`src/hdl/assert_macros.svh`:
```
`ifndef ASSERT_MACROS_SVH
`define ASSERT_MACROS_SVH

// Concurrent check on the rising edge of clk, idle while rst_n is low.
`define CDQ_ASSERT(lbl, prop, msg) \
  lbl: assert property (@(posedge clk) disable iff (!rst_n) prop) else $error(msg);

// Concurrent check that also holds during reset.
`define CDQ_ASSERT_ALWAYS(lbl, prop, msg) \
  lbl: assert property (@(posedge clk) prop) else $error(msg);

`endif

```
`src/hdl/cdq_pkg.sv`:
```
`timescale 1ns / 1ps

package cdq_pkg;

  localparam int DEPTH  = 16;
  localparam int DATA_W = 32;
  localparam int IDX_W  = (DEPTH > 1) ? $clog2(DEPTH) : 1;
  localparam int CAP_W  = $clog2(DEPTH + 1) + 1;
  localparam int CFG_W  = 5;
  localparam int CMD_W  = 3;
  localparam int STAT_W = 2;

  localparam logic [CMD_W-1:0] CMD_PUSH_FRONT = 3'd0;
  localparam logic [CMD_W-1:0] CMD_PUSH_BACK  = 3'd1;
  localparam logic [CMD_W-1:0] CMD_POP_FRONT  = 3'd2;
  localparam logic [CMD_W-1:0] CMD_POP_BACK   = 3'd3;
  localparam logic [CMD_W-1:0] CMD_PEEK       = 3'd4;

  localparam logic [STAT_W-1:0] STAT_DONE  = 2'd0;
  localparam logic [STAT_W-1:0] STAT_FULL  = 2'd1;
  localparam logic [STAT_W-1:0] STAT_EMPTY = 2'd2;

  typedef struct packed {
    logic load;
    logic exec;
    logic read;
  } cdq_ctrl_t;

endpackage

```
`src/hdl/cdq_ctrl.sv`:
```
`timescale 1ns / 1ps

module cdq_ctrl
  import cdq_pkg::*;
(
  input  logic      clk,
  input  logic      rst_n,
  input  logic      in_valid,
  output logic      in_ready,
  output logic      out_valid,
  input  logic      out_ready,
  output cdq_ctrl_t ctrl
);

  typedef enum logic [3:0] {
    S_IDLE = 4'b0001,
    S_EXEC = 4'b0010,
    S_READ = 4'b0100,
    S_RESP = 4'b1000
  } state_t;

  state_t state_r, state_nxt;

  always_comb begin
    state_nxt = state_r;
    case (state_r)
      S_IDLE: begin
        if (in_valid) state_nxt = S_EXEC;
      end
      S_EXEC: state_nxt = S_READ;
      S_READ: state_nxt = S_RESP;
      S_RESP: begin
        if (out_ready) state_nxt = S_IDLE;
      end
      default: state_nxt = S_IDLE;
    endcase
  end

  always_ff @(posedge clk) begin
    if (!rst_n) begin
      state_r <= S_IDLE;
    end else begin
      state_r <= state_nxt;
    end
  end

  assign in_ready  = (state_r == S_IDLE);
  assign out_valid = (state_r == S_RESP);
  assign ctrl.load = (state_r == S_IDLE) && in_valid;
  assign ctrl.exec = (state_r == S_EXEC);
  assign ctrl.read = (state_r == S_READ);

endmodule

```
`src/hdl/cdq_datapath.sv`:
```
`timescale 1ns / 1ps

module cdq_datapath
  import cdq_pkg::*;
(
  input  logic                     clk,
  input  logic                     rst_n,
  input  cdq_ctrl_t                ctrl,
  input  logic                     cfg_we,
  input  logic [CFG_W-1:0]         cfg_wdata,
  input  logic [CMD_W-1:0]         in_command,
  input  logic signed [DATA_W-1:0] in_value,
  output logic [STAT_W-1:0]        out_status,
  output logic signed [DATA_W-1:0] out_front_value,
  output logic signed [DATA_W-1:0] out_rear_value,
  output logic                     out_is_empty,
  output logic                     out_is_full
);

  logic [DATA_W-1:0] ring_mem [DEPTH];

  logic [CAP_W-1:0]  capacity_r, capacity_nxt;
  logic [IDX_W-1:0]  head_r, head_nxt;
  logic [IDX_W-1:0]  tail_r, tail_nxt;
  logic              empty_r, empty_nxt;
  logic [CMD_W-1:0]  cmd_r;
  logic [DATA_W-1:0] value_r;
  logic [STAT_W-1:0] status_r, status_nxt;
  logic [DATA_W-1:0] rd_front_r;
  logic [DATA_W-1:0] rd_rear_r;
  logic              wr_en;
  logic [IDX_W-1:0]  wr_addr;
  logic              full;
  logic              is_push;
  logic              is_pop;

  function automatic logic [IDX_W-1:0] step_up(input logic [IDX_W-1:0] i,
                                               input logic [CAP_W-1:0] cap);
    logic [CAP_W-1:0] n;
    n = CAP_W'(i) + 1'b1;
    return (n >= cap) ? '0 : IDX_W'(n);
  endfunction

  function automatic logic [IDX_W-1:0] step_down(input logic [IDX_W-1:0] i,
                                                 input logic [CAP_W-1:0] cap);
    return (i == '0) ? IDX_W'(cap - 1'b1) : i - 1'b1;
  endfunction

  assign full    = !empty_r && (step_up(tail_r, capacity_r) == head_r);
  assign is_push = cmd_r inside {CMD_PUSH_FRONT, CMD_PUSH_BACK};
  assign is_pop  = cmd_r inside {CMD_POP_FRONT, CMD_POP_BACK};

  always_comb begin
    capacity_nxt = capacity_r;
    if (cfg_wdata == '0) begin
      capacity_nxt = CAP_W'(1);
    end else if (int'(cfg_wdata) > DEPTH) begin
      capacity_nxt = CAP_W'(DEPTH);
    end else begin
      capacity_nxt = CAP_W'(cfg_wdata);
    end
  end

  always_comb begin
    head_nxt   = head_r;
    tail_nxt   = tail_r;
    empty_nxt  = empty_r;
    status_nxt = STAT_DONE;
    wr_en      = 1'b0;
    wr_addr    = '0;
    if (is_push) begin
      if (full) begin
        status_nxt = STAT_FULL;
      end else if (empty_r) begin
        head_nxt  = '0;
        tail_nxt  = '0;
        empty_nxt = 1'b0;
        wr_en     = 1'b1;
        wr_addr   = '0;
      end else if (cmd_r == CMD_PUSH_FRONT) begin
        head_nxt = step_down(head_r, capacity_r);
        wr_en    = 1'b1;
        wr_addr  = head_nxt;
      end else begin
        tail_nxt = step_up(tail_r, capacity_r);
        wr_en    = 1'b1;
        wr_addr  = tail_nxt;
      end
    end else if (is_pop) begin
      if (empty_r) begin
        status_nxt = STAT_EMPTY;
      end else if (head_r == tail_r) begin
        head_nxt  = '0;
        tail_nxt  = '0;
        empty_nxt = 1'b1;
      end else if (cmd_r == CMD_POP_FRONT) begin
        head_nxt = step_up(head_r, capacity_r);
      end else begin
        tail_nxt = step_down(tail_r, capacity_r);
      end
    end
  end

  always_ff @(posedge clk) begin
    if (!rst_n) begin
      capacity_r <= CAP_W'(DEPTH);
      head_r     <= '0;
      tail_r     <= '0;
      empty_r    <= 1'b1;
    end else if (cfg_we) begin
      capacity_r <= capacity_nxt;
      head_r     <= '0;
      tail_r     <= '0;
      empty_r    <= 1'b1;
    end else if (ctrl.exec) begin
      head_r  <= head_nxt;
      tail_r  <= tail_nxt;
      empty_r <= empty_nxt;
    end
  end

  always_ff @(posedge clk) begin
    if (ctrl.load) begin
      cmd_r   <= in_command;
      value_r <= in_value;
    end
    if (ctrl.exec) begin
      status_r <= status_nxt;
    end
  end

  always_ff @(posedge clk) begin
    if (ctrl.exec && wr_en) begin
      ring_mem[wr_addr] <= value_r;
    end
  end

  always_ff @(posedge clk) begin
    if (ctrl.read) begin
      rd_front_r <= ring_mem[head_r];
      rd_rear_r  <= ring_mem[tail_r];
    end
  end

  assign out_status      = status_r;
  assign out_front_value = empty_r ? '1 : rd_front_r;
  assign out_rear_value  = empty_r ? '1 : rd_rear_r;
  assign out_is_empty    = empty_r;
  assign out_is_full     = full;

endmodule

```
`src/hdl/circular_deque_core.sv`:
```
// Channel  Direction  Handshake             Payload
// in       input      in_valid / in_ready   in_command, in_value
// out      output     out_valid / out_ready out_status, out_front_value, out_rear_value,
//                                           out_is_empty, out_is_full
// cfg      input      cfg_we                cfg_wdata
//
// Each item waits in the respond step for as long as out_ready is low.
// The sequencer steps through: update pointers and write the ring, read the ring, respond.
// A new item is accepted only once the previous result has gone.
// Reset empties the deque and sets the capacity to its full depth; no clearing pass is needed.
// While a result waits for out_ready, no new item is accepted.
`timescale 1ns / 1ps

`include "assert_macros.svh"

module circular_deque_core
  import cdq_pkg::*;
(
  input  logic                     clk,
  input  logic                     rst_n,
  input  logic                     in_valid,
  output logic                     in_ready,
  input  logic [CMD_W-1:0]         in_command,
  input  logic signed [DATA_W-1:0] in_value,
  output logic                     out_valid,
  input  logic                     out_ready,
  output logic [STAT_W-1:0]        out_status,
  output logic signed [DATA_W-1:0] out_front_value,
  output logic signed [DATA_W-1:0] out_rear_value,
  output logic                     out_is_empty,
  output logic                     out_is_full,
  input  logic                     cfg_we,
  input  logic [CFG_W-1:0]         cfg_wdata
);

  cdq_ctrl_t ctrl;

  cdq_ctrl u_ctrl (
    .clk       (clk),
    .rst_n     (rst_n),
    .in_valid  (in_valid),
    .in_ready  (in_ready),
    .out_valid (out_valid),
    .out_ready (out_ready),
    .ctrl      (ctrl)
  );

  cdq_datapath u_datapath (
    .clk             (clk),
    .rst_n           (rst_n),
    .ctrl            (ctrl),
    .cfg_we          (cfg_we),
    .cfg_wdata       (cfg_wdata),
    .in_command      (in_command),
    .in_value        (in_value),
    .out_status      (out_status),
    .out_front_value (out_front_value),
    .out_rear_value  (out_rear_value),
    .out_is_empty    (out_is_empty),
    .out_is_full     (out_is_full)
  );

  `CDQ_ASSERT(a_ready_valid_excl, !(in_ready && out_valid), "ready and valid both high")
  `CDQ_ASSERT(a_accept_blocks, (in_valid && in_ready) |=> !in_ready, "second item accepted")
  `CDQ_ASSERT(a_empty_value, (out_valid && out_is_empty) |-> (out_front_value == -1), "bad empty")
  `CDQ_ASSERT(a_full_not_empty, out_is_full |-> !out_is_empty, "full and empty together")

endmodule

```
`config.mk`:
```
export PLATFORM = sky130hd
export DESIGN_NAME = circular_deque_core
export DESIGN_NICKNAME = d
export VERILOG_FILES = /design/src/hdl/cdq_pkg.sv /design/src/hdl/cdq_ctrl.sv /design/src/hdl/cdq_datapath.sv /design/src/hdl/circular_deque_core.sv
export VERILOG_INCLUDE_DIRS = /design/src /design/src/hdl
export SDC_FILE = /design/constraint.sdc
export NUM_CORES = 1
export LEC_CHECK = 0
export BUFFER_PORTS_ARGS = -buffer_cell sky130_fd_sc_hd__buf_2
export CAP_MARGIN = 20
export CORE_MARGIN = 2
export CORE_UTILIZATION = 56
export CTS_BUF_LIST = sky130_fd_sc_hd__clkbuf_16
export DETAILED_ROUTE_END_ITERATION = 7
export GPL_ROUTABILITY_DRIVEN = 0
export GPL_TIMING_DRIVEN = 0
export HOLD_SLACK_MARGIN = 0.1
export PLACE_DENSITY = 0.76
export SLEW_MARGIN = 20
export SYNTH_ARGS = -nofsm -noshare
export SYNTH_HDL_FRONTEND = slang
export SYNTH_SLANG_ARGS = --single-unit
```
`constraint.sdc`:
```
create_clock -name clk -period 7.8 [get_ports clk]
set_input_delay 1.56 -clock clk [delete_from_list [all_inputs] [get_ports clk]]
set_output_delay 1.56 -clock clk [all_outputs]
set_load 0.03 [all_outputs]
```
Word level (Yosys, flattened, before mapping)

Memories as Yosys holds them, arrays and structs flattened. A register that Yosys moved wholly into a read port is not among the register bits.
Cells that the tools add are included.
W data, S select, Z words.

Magnitude comparators: 3
Bitwise logic cells: 1
Reduce and logical (&&, ||, !) cells: 17
Eq/ne operators: 16
Add/sub/neg operators: 5
Multiplexer cells: 44

Operators by type and width:

| operator              | count |
|---|---|
| $mux W4               | 26 |
| $mux W32              | 2 |
| $pmux W4 S4           | 1 |
| $ge A5 B6 Y1          | 2 |
| $reduce_and A6 Y1     | 2 |
| $sub A4 B1 Y4 const B | 3 |
| $add A4 B1 Y5 const B | 2 |
| $mux W1               | 10 |
| $ne A3 B2 Y1 const B  | 3 |
| $eq A4 B4 Y1          | 2 |
| $logic_not A4 Y1      | 2 |
| $eq A3 B2 Y1 const B  | 2 |
| $mux W2               | 3 |
| $mux W6               | 1 |
| $ne A2 B2 Y1 const B  | 3 |
| $reduce_bool A2 Y1    | 3 |
| $gt A5 B5 Y1 const B  | 1 |
| $logic_not A5 Y1      | 1 |
| $mux W5               | 1 |
| $eq A4 B1 Y1 const B  | 1 |
| $eq A4 B2 Y1 const B  | 1 |
| $eq A4 B3 Y1 const B  | 1 |
| $eq A4 B4 Y1 const B  | 1 |
| $eq A3 B1 Y1 const B  | 1 |
| other kinds (9)       | 11 |

Output and inout bits: 70
Logic and storage cells: 95
Register bits: 56
Memories kept: 1
Input port bits: 45
Memory bits (writable): 512

Memory list:

| memory              | words | bits a word | read ports | clocked after Yosys merged registers in | wr ports | RTL line           | source |
|---|---|---|---|---|---|---|---|
| u_datapath.ring_mem | 16    | 32          | 2          | 2                                       | 1        | cdq_datapath.sv:20 | `logic [DATA_W-1:0] ring_mem [DEPTH];` |

Depth between registers and ports, before layout

Depth in word-level cells: 10
Mapped depth: 12
Gate-level depth less buffers: 11

By module

From an unflattened synthesis, not the netlist that was laid out.

Cell total of the unflattened synthesis: 1345
Area, all modules: 28339.7 um2

By module, submodules not included:

| module       | cells an instance | area each (um2) | times used | sequential area each (um2) |
|---|---|---|---|---|
| cdq_datapath | 1321              | 28080.7         | 1          | 18687.9 |
| cdq_ctrl     | 24                | 259.0           | 1          | 80.1 |

Worst setup path before layout

No wires, ideal clock.

Kind: reg-to-reg
Start: register u_ctrl.state_r[0]
End: register u_ctrl.state_r[0]
Arrival time: 7.722 ns
Setup slack: -0.043 ns
Path buffers: 0
Clock period less this slack: 7.843 ns
Data required time: 7.679 ns
Setup time: 0.121 ns
Stages on the path, launching flop included: 4
Path through: dfxtp_1 -> nor4b_1 -> a21oi_1 -> a31o_2

Longest elaborated chain between the ends: 3
Elaborated cells between the ends (all ways): 8
Classes of those cells: 6 x eq/ne; 1 x mux; 1 x reduce/logical

Ends and longest elaborated chain:

| what                                                          | RTL line       | source |
|---|---|---|
| from (decl)                                                   | cdq_ctrl.sv:22 | `state_t state_r, state_nxt;` |
| from (signal assigned)                                        | cdq_ctrl.sv:43 | `state_r <= state_nxt;` |
| $eq A4 B4 Y1 or $eq A4 B1 Y1 (tied branches)                  | cdq_ctrl.sv:26 | `case (state_r)` |
| $ne A2 B1 Y1 (no source line) or $ne A2 B2 Y1 (tied branches) | --             |  |
| $reduce_and A2 Y1 (no source line)                            | --             |  |

Parallel ways exist; a longest one is shown, timed or not.
A chain may end at the register's enable or synchronous reset.

Final worst setup path

Start: register u_datapath.tail_r[2]
End: output port out_is_full

Longest elaborated chain between the ends: 5

Ends and longest elaborated chain:

| what                    | RTL line                  | source |
|---|---|---|
| from (decl)             | cdq_datapath.sv:24        | `logic [IDX_W-1:0] tail_r, tail_nxt;` |
| from (signal assigned)  | cdq_datapath.sv:117       | `tail_r <= tail_nxt;` |
| $add A4 B1 Y5 (*)       | cdq_datapath.sv:40        | `n = CAP_W'(i) + 1'b1;` |
| $ge A5 B6 Y1            | cdq_datapath.sv:41        | `return (n >= cap) ? '0 : IDX_W'(n);` |
| $mux W4 (*)             | cdq_datapath.sv:41        |  |
| $eq A4 B4 Y1 (*)        | cdq_datapath.sv:49        | `assign full = !empty_r && (step_up(tail_r, capacity_r) == head_r);` |
| $logic_and A1 B1 Y1 (*) | cdq_datapath.sv:49        |  |
| to (decl)               | circular_deque_core.sv:31 | `output logic out_is_full,` |

Every way passes the cells marked *; elsewhere a longest branch is shown, timed or not.

==> run_results.csv <==
group,metric,value,unit
critical_path,end_kind,"primary output",
finish,antenna_cells,0,
finish,final_common_cell,"edfxtp_1",
global_route,antenna_found_initial,1,
synth,yosys.area_share.simple,0.0328,
global_route,grt_max_degree,26,
critical_path,cp-start-kind,"register",
cts,cts_sinks,631,
critical_path,critPathRequiredTime,6240,ps
finish,synthToLayoutAreaGrowth,14.5,%
cts,htreeDepth,2,
timing,tightestPinTransition,1170,ps
route,viasPerCell,6.89,
cts,cts_buffers,61,
synth,synth_area_leaders,"edfxtp_1, mux4_2, or2_2, dfxtp_1, ha_1",
place,hpwl,49800,um
worst_hold_path,hp-class,"register to register",
die,die_w,229,um
route,wl_per_cell,33.3,um
place,portBuffers,114,
synth,synth_ff_type,"edfxtp_1",
pwr,p_per_area,204,mW/mm2
finish,final_cell_mix,"edfxtp_1, mux4_2, buf_2, or2_2, clkbuf_16",
synth,syn_avg_cell_area,21.3,um2
die,rows,82,
synth,synth_edf_count,613,
die,initial_core_util,0.567,
timing,maxSlewHeadroom,0.220,
die,coreArea,0.0502,mm2
global_route,grt_pass1_vias,16000,
cts,cts_buffer_depth,3,
timing,max_freq,152,MHz
synth,synth_area,0.0284,mm2
cts,cts_resized,0,
synth,synthArstFlopShare,0,
cts,root_buffer,"clkbuf_16",
pwr,leakagePower,0.00997,uW
global_route,grt_pass1_wl,110000,um
global_route,grtUsageTotal,0.294,
timing,finClkSkew,19.9,ps
synth,synth_top_family_by_area,"multiplexers",
route,drc,0,
timing,rsz0062_at_grt,"false",
route,routed_wl,75600,um
synth,synthAdderAreaFrac,0.00660,
synth,yosysWarnings,0,
cts,postCtsSetupRepairBufs,0,
timing,timing.hold.ws,537,ps
route,antenna_left,0,
timing,drv_slew,0,
route,num_vias,15600,
cts,ctsHoldBuffers,0,
synth,synth_top_cell_area_share,0.648,
synth,ys_types,62,
die,die-area,0.0526,mm2
die,ios,115,
timing,finalSetupViolCount,0,
run_status,status,"finished clean",
synth,synth_compound_area_frac,0.0192,
cts,clkTransAtPathRegs,70,ps
synth,ys_ff_latch,631,
timing,setup_tns,0,ps
finish,drive_gt1_frac,0.437,
route,dr.pass1.iters,5,
synth,synthXorXnorAreaFrac,0.00480,
critical_path,cp.arrival,5030,ps
global_route,gr-total-overflow,0,
timing,hold_violations,0,
die,dieHeight,229,um
synth,synthMuxAreaShare,0.257,
synth,syn_inst,1335,
cts,cts_tree,"done",
pwr,peakVddDrop,174,uV
route,detail_route.iter0.violations,2192,
flow_run,max_cap_violations,0,
finish,nets,1610,
synth,ys_seq_area_frac,0.660,
timing,fin_crit,6590,ps
critical_path,worst-path-max-fanout,10,
critical_path,critPathKind,"register to primary output",
synth,synth_top_cell_by_area,"edfxtp_1",
synth,syn_nets,1395,
cts,clk-insertion-delay-late,640,ps
timing,fin_crit_sh,0.845,
==> kinds of logic after synthesis <==
group,after synthesis
flops,631
mux,330
simple gates,169
buf+inv,108
compound gates,69
fa+ha+maj,15
xor+xnor,13
==> cells in the mapped netlist, types with 6 or more instances <==
| cell type | instances |
|---|---|
| edfxtp_1 | 613 |
| mux4_2 | 320 |
| or2_2 | 65 |
| clkbuf_1 | 33 |
| nand2_1 | 31 |
| nor2_1 | 30 |
| buf_2 | 25 |
| dfxtp_1 | 18 |
| buf_1 | 17 |
| inv_1 | 17 |
| a21oi_1 | 15 |
| ha_1 | 15 |
| buf_6 | 14 |
| o21ai_0 | 14 |
| mux2i_1 | 10 |
| xor2_1 | 7 |
| and2_1 | 6 |
| and3_1 | 6 |
| nor2b_1 | 6 |
==> registers in the layout (all words and copies together) (netlist names) <==
signal                   count
u_datapath.out_is_empty      1
u_datapath.tail_r            4
u_datapath.value_r          32
u_ctrl.state_r               4
u_datapath.out_status        2
u_datapath.rd_front_r       32
u_datapath.capacity_r        5
u_datapath.head_r            4
u_datapath.cmd_r             3
u_datapath.rd_rear_r        32
u_datapath.ring_mem        512
==> layout make-up <==
cell class	count	area (um2)
buffer	90	480
clock buffer	61	1530
clock inverter	51	297
fill	3214	17600
inverter	18	67.6
multi-input combinational	596	9250
sequential	631	18800
tap	672	841
timing repair buffer	152	1330
==> per-layer routing <==
| layer | up-vias | GRT usage | wire length [um] | share of wire |
|---|---|---|---|---|
| met5 | - | 0 | 0 | 0 |
| met4 | 0 | 0.126 | 3300 | 0.044 |
| met3 | 187 | 0.0533 | 7630 | 0.10 |
| met2 | 1085 | 0.476 | 37300 | 0.49 |
| met1 | 8209 | 0.399 | 27300 | 0.36 |
| li1 | 6158 | - | - | - |
==> worst max-delay path, stage by stage (launching register included) <==
cell	delay, ps
dfxtp_1	330
buf_2	210
buf_1	740
buf_1	710
and3_1	300
ha_1	260
a21oi_1	160
nand2_1	250
a211oi_1	400
xnor2_1	270
o2111ai_4	320
nor2_1	190
buf_2	220
==> path summary, 6_finish.rpt <==
check,end,slack (ps),depth (start not counted),start
worst min-delay path,u_datapath.capacity_r[4],540,2,u_datapath.capacity_r[4]
worst min register to register,u_datapath.capacity_r[4],540,2,u_datapath.capacity_r[4]
worst max-delay path,out_is_full,1210,12,u_datapath.tail_r[2]
worst max register to register,u_datapath.ring_mem[12][8],2090,14,u_datapath.tail_r[2]
==> power breakdown <==
group	switching (uW)	total, uW	internal, uW
Clock	1270	2750	1480
Sequential	58.1	3820	3760
Combinational	49.3	78.7	29.4
==> metrics by stage <==
stage	total power [uW]	worst slack [ps]	util	cells	instance area, um2
4_1_cts	6650	1370	0.649	2271	32600
6_report	6640	1210	0.649	2271	32600
3_3_place_gp	3950	131	0.595	2121	29800
2_1_floorplan	3900	3200	-	1335	28400
5_1_grt	6790	1240	0.649	2271	32600
3_5_place_dp	3960	2090	0.612	2159	30700
No activity file was read; power rests on OpenSTA's default activity.
